--- config.mk ---
export PLATFORM = sky130hd
export DESIGN_NAME = triangle_count_neighbor_match_top
export DESIGN_NICKNAME = d
export VERILOG_FILES = /design/src/sv/tcnm_pkg.sv /design/src/sv/tcnm_store.sv /design/src/sv/tcnm_ctrl.sv /design/src/sv/triangle_count_neighbor_match_top.sv
export SDC_FILE = /design/constraint.sdc
export NUM_CORES = 2
export LEC_CHECK = 0
export BUFFER_PORTS_ARGS = -buffer_cell sky130_fd_sc_hd__buf_2
export CORE_UTILIZATION = 55
export CTS_BUF_LIST = sky130_fd_sc_hd__clkbuf_4
export DETAILED_ROUTE_END_ITERATION = 8
export GPL_TIMING_DRIVEN = 0
export PLACE_DENSITY_LB_ADDON = 0.1
export SLEW_MARGIN = 25
export SYNTH_ARGS = -nofsm -noshare
export SYNTH_HDL_FRONTEND = slang
export SYNTH_SLANG_ARGS = --single-unit
--- constraint.sdc ---
create_clock -name clk_i -period 10.5 [get_ports clk_i]
set_clock_uncertainty 0.15 [all_clocks]
set_input_delay 1.05 -clock clk_i [delete_from_list [all_inputs] [get_ports clk_i]]
set_output_delay 1.05 -clock clk_i [all_outputs]
set_load 0.05 [all_outputs]
--- src/sv/tcnm_pkg.sv ---
// ----------------------------------------------------------------------------
// tcnm_pkg: shared types and constants for triangle count neighbor match
// Field widths, item kind codes and the result beat layout.
// ----------------------------------------------------------------------------
`default_nettype none

package tcnm_pkg;

  localparam int KIND_W         = 2;
  localparam int ID_W           = 31;
  localparam int ANCHOR_W       = 6;
  localparam int TOTAL_W        = 32;
  localparam int PAIR_W         = 6;
  localparam int MAX_PAIRS      = 63;
  localparam int DEF_MAX_DEGREE = 64;

  typedef enum logic [KIND_W-1:0] {
    KIND_LOAD  = 2'd0,
    KIND_QUERY = 2'd1,
    KIND_PAIR  = 2'd2
  } kind_e;

  typedef struct packed {
    logic               found;
    logic [TOTAL_W-1:0] match_total;
    logic [ID_W-1:0]    pair_first;
    logic [ID_W-1:0]    pair_second;
    logic               last;
    logic               overflow;
  } res_t;

endpackage

`default_nettype wire

--- src/sv/tcnm_store.sv ---
// ----------------------------------------------------------------------------
// tcnm_store: neighbor id memory
// One write port, one read port with registered read data.
// ----------------------------------------------------------------------------
`default_nettype none

module tcnm_store #(
  parameter int DEPTH = tcnm_pkg::DEF_MAX_DEGREE,
  parameter int AW    = $clog2(DEPTH)
) (
  input  wire logic                    clk_i,
  input  wire logic                    we_i,
  input  wire logic [AW-1:0]           waddr_i,
  input  wire logic [tcnm_pkg::ID_W-1:0] wdata_i,
  input  wire logic                    re_i,
  input  wire logic [AW-1:0]           raddr_i,
  output logic      [tcnm_pkg::ID_W-1:0] rdata_o
);
  import tcnm_pkg::*;

  logic [ID_W-1:0] mem_q [DEPTH];
  logic [ID_W-1:0] rdata_q;

  always_ff @(posedge clk_i) begin
    if (we_i) begin
      mem_q[waddr_i] <= wdata_i;
    end
    if (re_i) begin
      rdata_q <= mem_q[raddr_i];
    end
  end

  assign rdata_o = rdata_q;

endmodule

`default_nettype wire

--- src/sv/tcnm_ctrl.sv ---
// ----------------------------------------------------------------------------
// tcnm_ctrl: sequencer with the shared id comparator
// Loads the store, scans it one entry a cycle for queries, walks pair beats.
// ----------------------------------------------------------------------------
`default_nettype none

module tcnm_ctrl #(
  parameter int MAX_DEGREE = tcnm_pkg::DEF_MAX_DEGREE,
  parameter int AW         = $clog2(MAX_DEGREE),
  parameter int CW         = $clog2(MAX_DEGREE + 1)
) (
  input  wire logic                          clk_i,
  input  wire logic                          rst_ni,
  input  wire logic                          in_valid_i,
  output logic                               in_stall_o,
  input  wire logic [tcnm_pkg::KIND_W-1:0]   kind_i,
  input  wire logic [tcnm_pkg::ID_W-1:0]     vertex_id_i,
  input  wire logic                          start_new_i,
  input  wire logic [tcnm_pkg::ANCHOR_W-1:0] anchor_index_i,
  input  wire logic                          slot_free_i,
  output logic                               push_o,
  output tcnm_pkg::res_t                     res_o,
  output logic                               we_o,
  output logic [AW-1:0]                      waddr_o,
  output logic [tcnm_pkg::ID_W-1:0]          wdata_o,
  output logic                               re_o,
  output logic [AW-1:0]                      raddr_o,
  input  wire logic [tcnm_pkg::ID_W-1:0]     rdata_i
);
  import tcnm_pkg::*;

  localparam int EW = (CW > ANCHOR_W + 1) ? CW : ANCHOR_W + 1;

  typedef enum logic [5:0] {
    ST_IDLE   = 6'b000001,
    ST_RESULT = 6'b000010,
    ST_SCAN   = 6'b000100,
    ST_DRAIN  = 6'b001000,
    ST_PFIRST = 6'b010000,
    ST_PEMIT  = 6'b100000
  } state_e;

  state_e              state_q, state_d;
  logic [CW-1:0]       count_q, count_d;
  logic [TOTAL_W-1:0]  hit_q, hit_d;
  logic [ID_W-1:0]     id_q, id_d;
  logic [ID_W-1:0]     first_q, first_d;
  logic [AW-1:0]       idx_q, idx_d;
  logic [PAIR_W-1:0]   rem_q, rem_d;
  logic                rdv_q;
  logic                found_q, found_d;
  logic                ovf_q, ovf_d;

  logic                accept;
  logic                load_clr;
  logic                match;
  logic                hit_now;
  logic [CW-1:0]       base_count;
  logic [EW-1:0]       pair_span;

  assign accept     = in_valid_i && (state_q == ST_IDLE);
  assign load_clr   = accept && (kind_i == KIND_LOAD) && start_new_i;
  assign in_stall_o = (state_q != ST_IDLE);
  assign base_count = start_new_i ? '0 : count_q;
  assign pair_span  = EW'(count_q) - EW'(anchor_index_i) - EW'(1);

  // shared comparator: one stored id against the queried id per cycle
  assign match   = rdv_q && (rdata_i == id_q) &&
                   ((state_q == ST_SCAN) || (state_q == ST_DRAIN));
  assign hit_now = found_q || match;

  always_comb begin
    state_d = state_q;
    count_d = count_q;
    hit_d   = hit_q;
    id_d    = id_q;
    first_d = first_q;
    idx_d   = idx_q;
    rem_d   = rem_q;
    found_d = found_q;
    ovf_d   = ovf_q;
    we_o    = 1'b0;
    waddr_o = base_count[AW-1:0];
    wdata_o = vertex_id_i;
    re_o    = 1'b0;
    raddr_o = idx_q;
    push_o  = 1'b0;
    res_o   = '0;

    unique case (state_q)
      ST_IDLE: begin
        if (accept) begin
          unique case (kind_i)
            KIND_LOAD: begin
              found_d = 1'b0;
              hit_d   = start_new_i ? '0 : hit_q;
              if (base_count < CW'(MAX_DEGREE)) begin
                we_o    = 1'b1;
                count_d = base_count + CW'(1);
                ovf_d   = 1'b0;
              end else begin
                count_d = base_count;
                ovf_d   = 1'b1;
              end
              state_d = ST_RESULT;
            end
            KIND_QUERY: begin
              id_d    = vertex_id_i;
              found_d = 1'b0;
              ovf_d   = 1'b0;
              idx_d   = '0;
              state_d = (count_q == '0) ? ST_RESULT : ST_SCAN;
            end
            KIND_PAIR: begin
              // anchor at or past the last entry: no beats
              if (EW'(anchor_index_i) + EW'(1) < EW'(count_q)) begin
                re_o    = 1'b1;
                raddr_o = AW'(anchor_index_i);
                idx_d   = AW'(anchor_index_i) + AW'(1);
                rem_d   = (pair_span > EW'(MAX_PAIRS)) ? PAIR_W'(MAX_PAIRS)
                                                       : pair_span[PAIR_W-1:0];
                state_d = ST_PFIRST;
              end
            end
            default: begin
            end
          endcase
        end
      end
      ST_SCAN: begin
        re_o    = 1'b1;
        raddr_o = idx_q;
        found_d = hit_now;
        if (CW'(idx_q) + CW'(1) == count_q) begin
          state_d = ST_DRAIN;
        end else begin
          idx_d = idx_q + AW'(1);
        end
      end
      ST_DRAIN: begin
        found_d = hit_now;
        if (hit_now && (hit_q != '1)) begin
          hit_d = hit_q + TOTAL_W'(1);
        end
        state_d = ST_RESULT;
      end
      ST_RESULT: begin
        if (slot_free_i) begin
          push_o            = 1'b1;
          res_o.found       = found_q;
          res_o.match_total = hit_q;
          res_o.last        = 1'b1;
          res_o.overflow    = ovf_q;
          state_d           = ST_IDLE;
        end
      end
      ST_PFIRST: begin
        first_d = rdata_i;
        re_o    = 1'b1;
        raddr_o = idx_q;
        state_d = ST_PEMIT;
      end
      ST_PEMIT: begin
        // hold the read data while the output slot is busy
        if (slot_free_i) begin
          push_o            = 1'b1;
          res_o.match_total = hit_q;
          res_o.pair_first  = first_q;
          res_o.pair_second = rdata_i;
          res_o.last        = (rem_q == PAIR_W'(1));
          if (rem_q == PAIR_W'(1)) begin
            state_d = ST_IDLE;
          end else begin
            re_o    = 1'b1;
            raddr_o = idx_q + AW'(1);
            idx_d   = idx_q + AW'(1);
            rem_d   = rem_q - PAIR_W'(1);
          end
        end
      end
      default: begin
        state_d = ST_IDLE;
      end
    endcase
  end

  always_ff @(posedge clk_i or negedge rst_ni) begin
    if (!rst_ni) begin
      state_q <= ST_IDLE;
      count_q <= '0;
      hit_q   <= '0;
      rdv_q   <= 1'b0;
    end else begin
      state_q <= state_d;
      count_q <= count_d;
      hit_q   <= hit_d;
      rdv_q   <= re_o;
    end
  end

  always_ff @(posedge clk_i) begin
    id_q    <= id_d;
    first_q <= first_d;
    idx_q   <= idx_d;
    rem_q   <= rem_d;
    found_q <= found_d;
    ovf_q   <= ovf_d;
  end

`ifndef NO_ASSERTIONS
  a_drain_data: assert property (@(posedge clk_i) disable iff (!rst_ni)
    (state_q == ST_DRAIN) |-> rdv_q)
    else $error("drain without read data");

  a_count_bound: assert property (@(posedge clk_i) disable iff (!rst_ni)
    count_q <= CW'(MAX_DEGREE))
    else $error("neighbor count past capacity");

  a_emit_rem: assert property (@(posedge clk_i) disable iff (!rst_ni)
    (state_q == ST_PEMIT) |-> (rem_q != '0))
    else $error("pair beat with nothing left");

  a_push_slot: assert property (@(posedge clk_i) disable iff (!rst_ni)
    push_o |-> slot_free_i)
    else $error("result pushed into busy slot");

  a_hit_mono: assert property (@(posedge clk_i) disable iff (!rst_ni)
    !load_clr |=> (hit_q >= $past(hit_q)))
    else $error("match count fell without a clear");
`endif

endmodule

`default_nettype wire

--- src/sv/triangle_count_neighbor_match_top.sv ---
// ----------------------------------------------------------------------------
// triangle_count_neighbor_match_top: per-vertex neighbor store and matcher
// Loads neighbor ids, answers membership queries, emits neighbor pairs.
// ----------------------------------------------------------------------------
// Usage:
//   Input channel (in_valid_i / in_stall_o) takes one item per beat: kind
//   load, query or pair. The block works on one item at a time and raises
//   in_stall_o until the item's last result beat sits in the output register.
//   Output channel (out_valid_o / out_stall_i) moves one result per beat from
//   a single output register; stalling it holds the beat, and the sequencer
//   waits for a free slot before the next beat.
//   Sequencing, with N stored neighbors and P pair beats (P up to 63):
//     load  - writes the store below capacity, then gives its result.
//     query - one read port scans the N entries, one entry a cycle, into one
//             shared comparator, then drain and result; empty store: no scan.
//     pair  - P beats, one per cycle from the same read port if not stalled.
//   Pair items with no later entries and items of the unused kind give no
//   beats and leave the block ready on the next cycle.
//   Reset clears the neighbor count, the match count and the output valid;
//   the store itself is not cleared and is only read below the count.
// ----------------------------------------------------------------------------
`default_nettype none

module triangle_count_neighbor_match_top #(
  parameter int MAX_DEGREE = tcnm_pkg::DEF_MAX_DEGREE
) (
  input  wire logic                          clk_i,
  input  wire logic                          rst_ni,
  input  wire logic                          in_valid_i,
  output logic                               in_stall_o,
  input  wire logic [tcnm_pkg::KIND_W-1:0]   kind_i,
  input  wire logic [tcnm_pkg::ID_W-1:0]     vertex_id_i,
  input  wire logic                          start_new_i,
  input  wire logic [tcnm_pkg::ANCHOR_W-1:0] anchor_index_i,
  output logic                               out_valid_o,
  input  wire logic                          out_stall_i,
  output logic                               found_o,
  output logic [tcnm_pkg::TOTAL_W-1:0]       match_total_o,
  output logic [tcnm_pkg::ID_W-1:0]          pair_first_o,
  output logic [tcnm_pkg::ID_W-1:0]          pair_second_o,
  output logic                               last_o,
  output logic                               overflow_o
);
  import tcnm_pkg::*;

  localparam int AW = $clog2(MAX_DEGREE);
  localparam int CW = $clog2(MAX_DEGREE + 1);

  logic            slot_free;
  logic            push;
  res_t            res;
  res_t            res_q;
  logic            out_valid_q, out_valid_d;
  logic            we;
  logic [AW-1:0]   waddr;
  logic [ID_W-1:0] wdata;
  logic            re;
  logic [AW-1:0]   raddr;
  logic [ID_W-1:0] rdata;

  // The output register is free when empty or being drained this cycle.
  assign slot_free = !out_valid_q || !out_stall_i;

  tcnm_ctrl #(
    .MAX_DEGREE (MAX_DEGREE),
    .AW         (AW),
    .CW         (CW)
  ) u_ctrl (
    .clk_i          (clk_i),
    .rst_ni         (rst_ni),
    .in_valid_i     (in_valid_i),
    .in_stall_o     (in_stall_o),
    .kind_i         (kind_i),
    .vertex_id_i    (vertex_id_i),
    .start_new_i    (start_new_i),
    .anchor_index_i (anchor_index_i),
    .slot_free_i    (slot_free),
    .push_o         (push),
    .res_o          (res),
    .we_o           (we),
    .waddr_o        (waddr),
    .wdata_o        (wdata),
    .re_o           (re),
    .raddr_o        (raddr),
    .rdata_i        (rdata)
  );

  tcnm_store #(
    .DEPTH (MAX_DEGREE),
    .AW    (AW)
  ) u_store (
    .clk_i   (clk_i),
    .we_i    (we),
    .waddr_i (waddr),
    .wdata_i (wdata),
    .re_i    (re),
    .raddr_i (raddr),
    .rdata_o (rdata)
  );

  // Load a new beat on push, drop the old one once taken, else hold.
  assign out_valid_d = push || (out_valid_q && out_stall_i);

  always_ff @(posedge clk_i or negedge rst_ni) begin
    if (!rst_ni) begin
      out_valid_q <= 1'b0;
    end else begin
      out_valid_q <= out_valid_d;
    end
  end

  always_ff @(posedge clk_i) begin
    if (push) begin
      res_q <= res;
    end
  end

  assign out_valid_o   = out_valid_q;
  assign found_o       = res_q.found;
  assign match_total_o = res_q.match_total;
  assign pair_first_o  = res_q.pair_first;
  assign pair_second_o = res_q.pair_second;
  assign last_o        = res_q.last;
  assign overflow_o    = res_q.overflow;

endmodule

`default_nettype wire
==> results.sh <==
export IMPL_post_cts_resized=0
export IMPL_cp_required_ns=11.35
export IMPL_detailed_place_area_mm2=0.0958
export IMPL_root_buffer="clkbuf_4"
export IMPL_synth_area_top_cells="edfxtp_1 (74%), nand2_1 (7.9%), nand3_1 (3.9%), a31oi_1 (1.4%), dfrtp_1 (1.3%)"
export IMPL_syn_avg_cell_area_um2=13.4
export IMPL_drtAntennaViolNets=0
export IMPL_clkTransAtPathRegs_ns=0.07
export IMPL_finish_utilization_pct=64.0
export IMPL_crit_slowest_cell="a311oi_2"
export IMPL_overflow=0
export IMPL_core_mm2=0.161
export IMPL_die_area_mm2=0.164
export IMPL_crit_chain="clkbuf_1, inv_1, ha_1, nand2_1, o21ai_1, or3_1, buf_2, a311oi_2, buf_4, buf_2, buf_2, a31oi_1, o2111ai_1, nand3_1, a32o_1"
export IMPL_ys_types=72
export IMPL_cts_tree="done"
export IMPL_crit_path_start_kind="flop"
export IMPL_post_route_min_period_ns=7.62
export IMPL_clk_latency_ns=1.42
export IMPL_pin_count=143
export IMPL_drive_gt1_share_pct=18.7
export IMPL_cp_end_kind="flop"
export IMPL_grt_max_degree=66
export IMPL_start_util_pct=55.4
export IMPL_antenna_found_initial=22
export IMPL_drv_cap=0
export IMPL_drtPass1Iterations=9
export IMPL_grt_pass1_wl_mm=431
export IMPL_dp_worst_setup_slack_ns=2.83
export IMPL_syn_num_nets=6719
export IMPL_placed_cells=9061
export IMPL_tightest_slew_ns=1.29
export IMPL_cp_common_cell="buf_2"
export IMPL_synth_warnings=0
export IMPL_powerDensity_mw_per_mm2=254
export IMPL_p_leak_nw=36.2
export IMPL_drt_wl_total_mm=313
export IMPL_synth_top_area_share_pct=73.7
export IMPL_h_tree_depth=6
export IMPL_gr_usage_met2_pct=56.6
export IMPL_hold_ws_ns=0.161
export IMPL_ys_seq_area_share_pct=75.1
export IMPL_cp_slowest_stage_delay_ns=0.81
export IMPL_crit_type="flop to flop"
export IMPL_finalMaxSlewViolations=0
export IMPL_grt_use_total_pct=38.2
export IMPL_cts_buffer_depth=4
export IMPL_slew_headroom_pct=13.2
export IMPL_rsz0062_at_grt="no"
export IMPL_dp_hpwl_mm=220
export IMPL_vdd_drop_max_mv=0.170
export IMPL_critical_path_peak_fanout=10
export IMPL_crit_family="compound AO/OA/AOI/OAI gates"
export IMPL_instances_no_fill=10040
export IMPL_synth_cell_area_mm2=0.0891
export IMPL_synth_edff_count=2188
export IMPL_period_share_pct=72.6
export IMPL_grtUsageMet1_pct=49.4
export IMPL_ys_async_sr_fraction_pct=2.10
export IMPL_via_per_inst=6.22
export IMPL_grt_use_met3_pct=11.6
export IMPL_max_freq_mhz=131
export IMPL_area_delta_synth_final_pct=15.5
export IMPL_clock_sinks=2235
export IMPL_worst_ep_arrival_time_ns=8.48
export IMPL_hp_class="input pin to flop"
export IMPL_cp_num_buf_inv=6
export IMPL_total_power_mw=26.2
export IMPL_drcViolationCount=0
export IMPL_hold_viol_final=0
export IMPL_portBuffers=142
export IMPL_status="completed"
export IMPL_nets=7592
export IMPL_tns_ns=0
export IMPL_die_w_um=404
export IMPL_top_usage_layer="met2"
export IMPL_rows=147
export IMPL_setup_viol=0
export IMPL_yosys_area_top_type="edfxtp_1"
export IMPL_cts_buffers=582
export IMPL_synthCells=6651
export IMPL_wl_per_cell_um=31.2
export IMPL_synth_main_ff_cell="edfxtp_1"
export IMPL_layout_setup_ws_ns=2.88
export IMPL_chipHeight_um=404
export IMPL_vias=62469
export IMPL_drtIter0Drc=9445
export IMPL_yosys_register_bits=2235
export IMPL_final_area_mm2=0.103
export IMPL_gp_congestion=1.06
export IMPL_grt_pass1_vias=59088
==> cells in the final DEF, fill, tap and decap left out, types with 56 or more instances in the layout <==
master       n
clkbuf_1   140
a32oi_1     62
nand2_1   1860
mux2i_1    104
and3_1     156
edfxtp_1  2188
buf_16      63
a31oi_1    196
nand3_1    688
nor2_4      66
xnor2_1     60
clkbuf_4   833
buf_4       56
buf_2      322
a21oi_1    196
clkinv_1    64
o21ai_0     81
==> synth_stat cells (all sizes together), types with 40 or more instances <==
library cell,count
edfxtp,2188
nand2,1865
nand3,691
buf,272
a21oi,199
a31oi,196
and3,158
clkbuf,144
nor2,126
o21ai,110
mux2i,104
a32oi,62
xnor2,60
a32o,55
nor3,53
o2111ai,52
dfrtp,46
and2,40
==> logic make-up after synthesis <==
kind of cell,after synthesis,synth area share (%)
adders and majority gates,24,0.345
and+or+nand+nor,3004,14.6
AOI/OAI and AO/OA,759,5.73
muxes,109,1.23
buffers and inverters,444,2.33
xor gates and xnor gates,76,0.747
DFF,2235,75.1
==> what timing repair did <==
| item | in CTS | in global routing |
|---|---|---|
| setup buffers | 0 | 0 |
| hold buffers | 39 | 0 |
| endpoints found under the hold margin | 761 | 0 |
==> power by group <==
group          switching (mW)  internal (mW)
clock                    3.49           3.69
sequential              0.137           10.1
combinational            6.81           1.97
total                    10.4           15.7
==> path summary, 6_finish.rpt <==
kind	start	cells past startpoint	end	slack [ns]
max in group asynchronous	rst_ni	4	u_ctrl.count_q[5]	8.44
min	vertex_id_i[29]	1	u_ctrl.id_q[29]	0.16
min in group asynchronous	rst_ni	3	u_ctrl.state_q[5]	0.65
min reg2reg	u_store.rdata_o[7]	0	u_ctrl.first_q[7]	0.35
max reg2reg	u_ctrl.count_q[5]	15	u_store.rdata_o[10]	2.88
max	u_ctrl.count_q[5]	15	u_store.rdata_o[10]	2.88
==> registers in the layout, indices dropped and copies added, names as in the netlist, 6 cells and up <==
register and count:
pair_first_o 31, u_ctrl.id_q 31, u_ctrl.first_q 31, u_ctrl.count_q 7, u_ctrl.rem_q 6, u_ctrl.idx_q 6
pair_second_o 31, u_ctrl.state_q 6, u_ctrl.hit_q 32, match_total_o 32, u_store.rdata_o 31, u_store.mem_q 1984
==> routing by layer <==
metal  share of wire (%)  routed length (µm)
met1                  36              113000
met2                  44              139000
met3                  13               40600
met4                 6.8               21300
met5               0.022                  69
==> area by class of cell <==
cell class              instances  area, µm²
repair buffers                289       3760
diodes                         20       50.0
well taps                    2160       2700
multi-input cells            3972      20700
inverters                      28        105
clock buffers                 832       6250
fillers                     12258      57800
flip-flops and latches       2235      66900
clock inverters                88        447
plain buffers                 416       1980
==> worst register-to-register path, cell delays in order, from the launching register on <==
cell       delay, ns
dfrtp_1         0.39
clkbuf_1        0.50
inv_1           0.37
ha_1            0.39
nand2_1         0.07
o21ai_1         0.22
or3_1           0.41
buf_2           0.18
a311oi_2        0.81
buf_4           0.44
buf_2           0.60
buf_2           0.39
a31oi_1         0.21
o2111ai_1       0.67
nand3_1         0.74
a32o_1          0.71
Power figures use the tool's default switching activity.
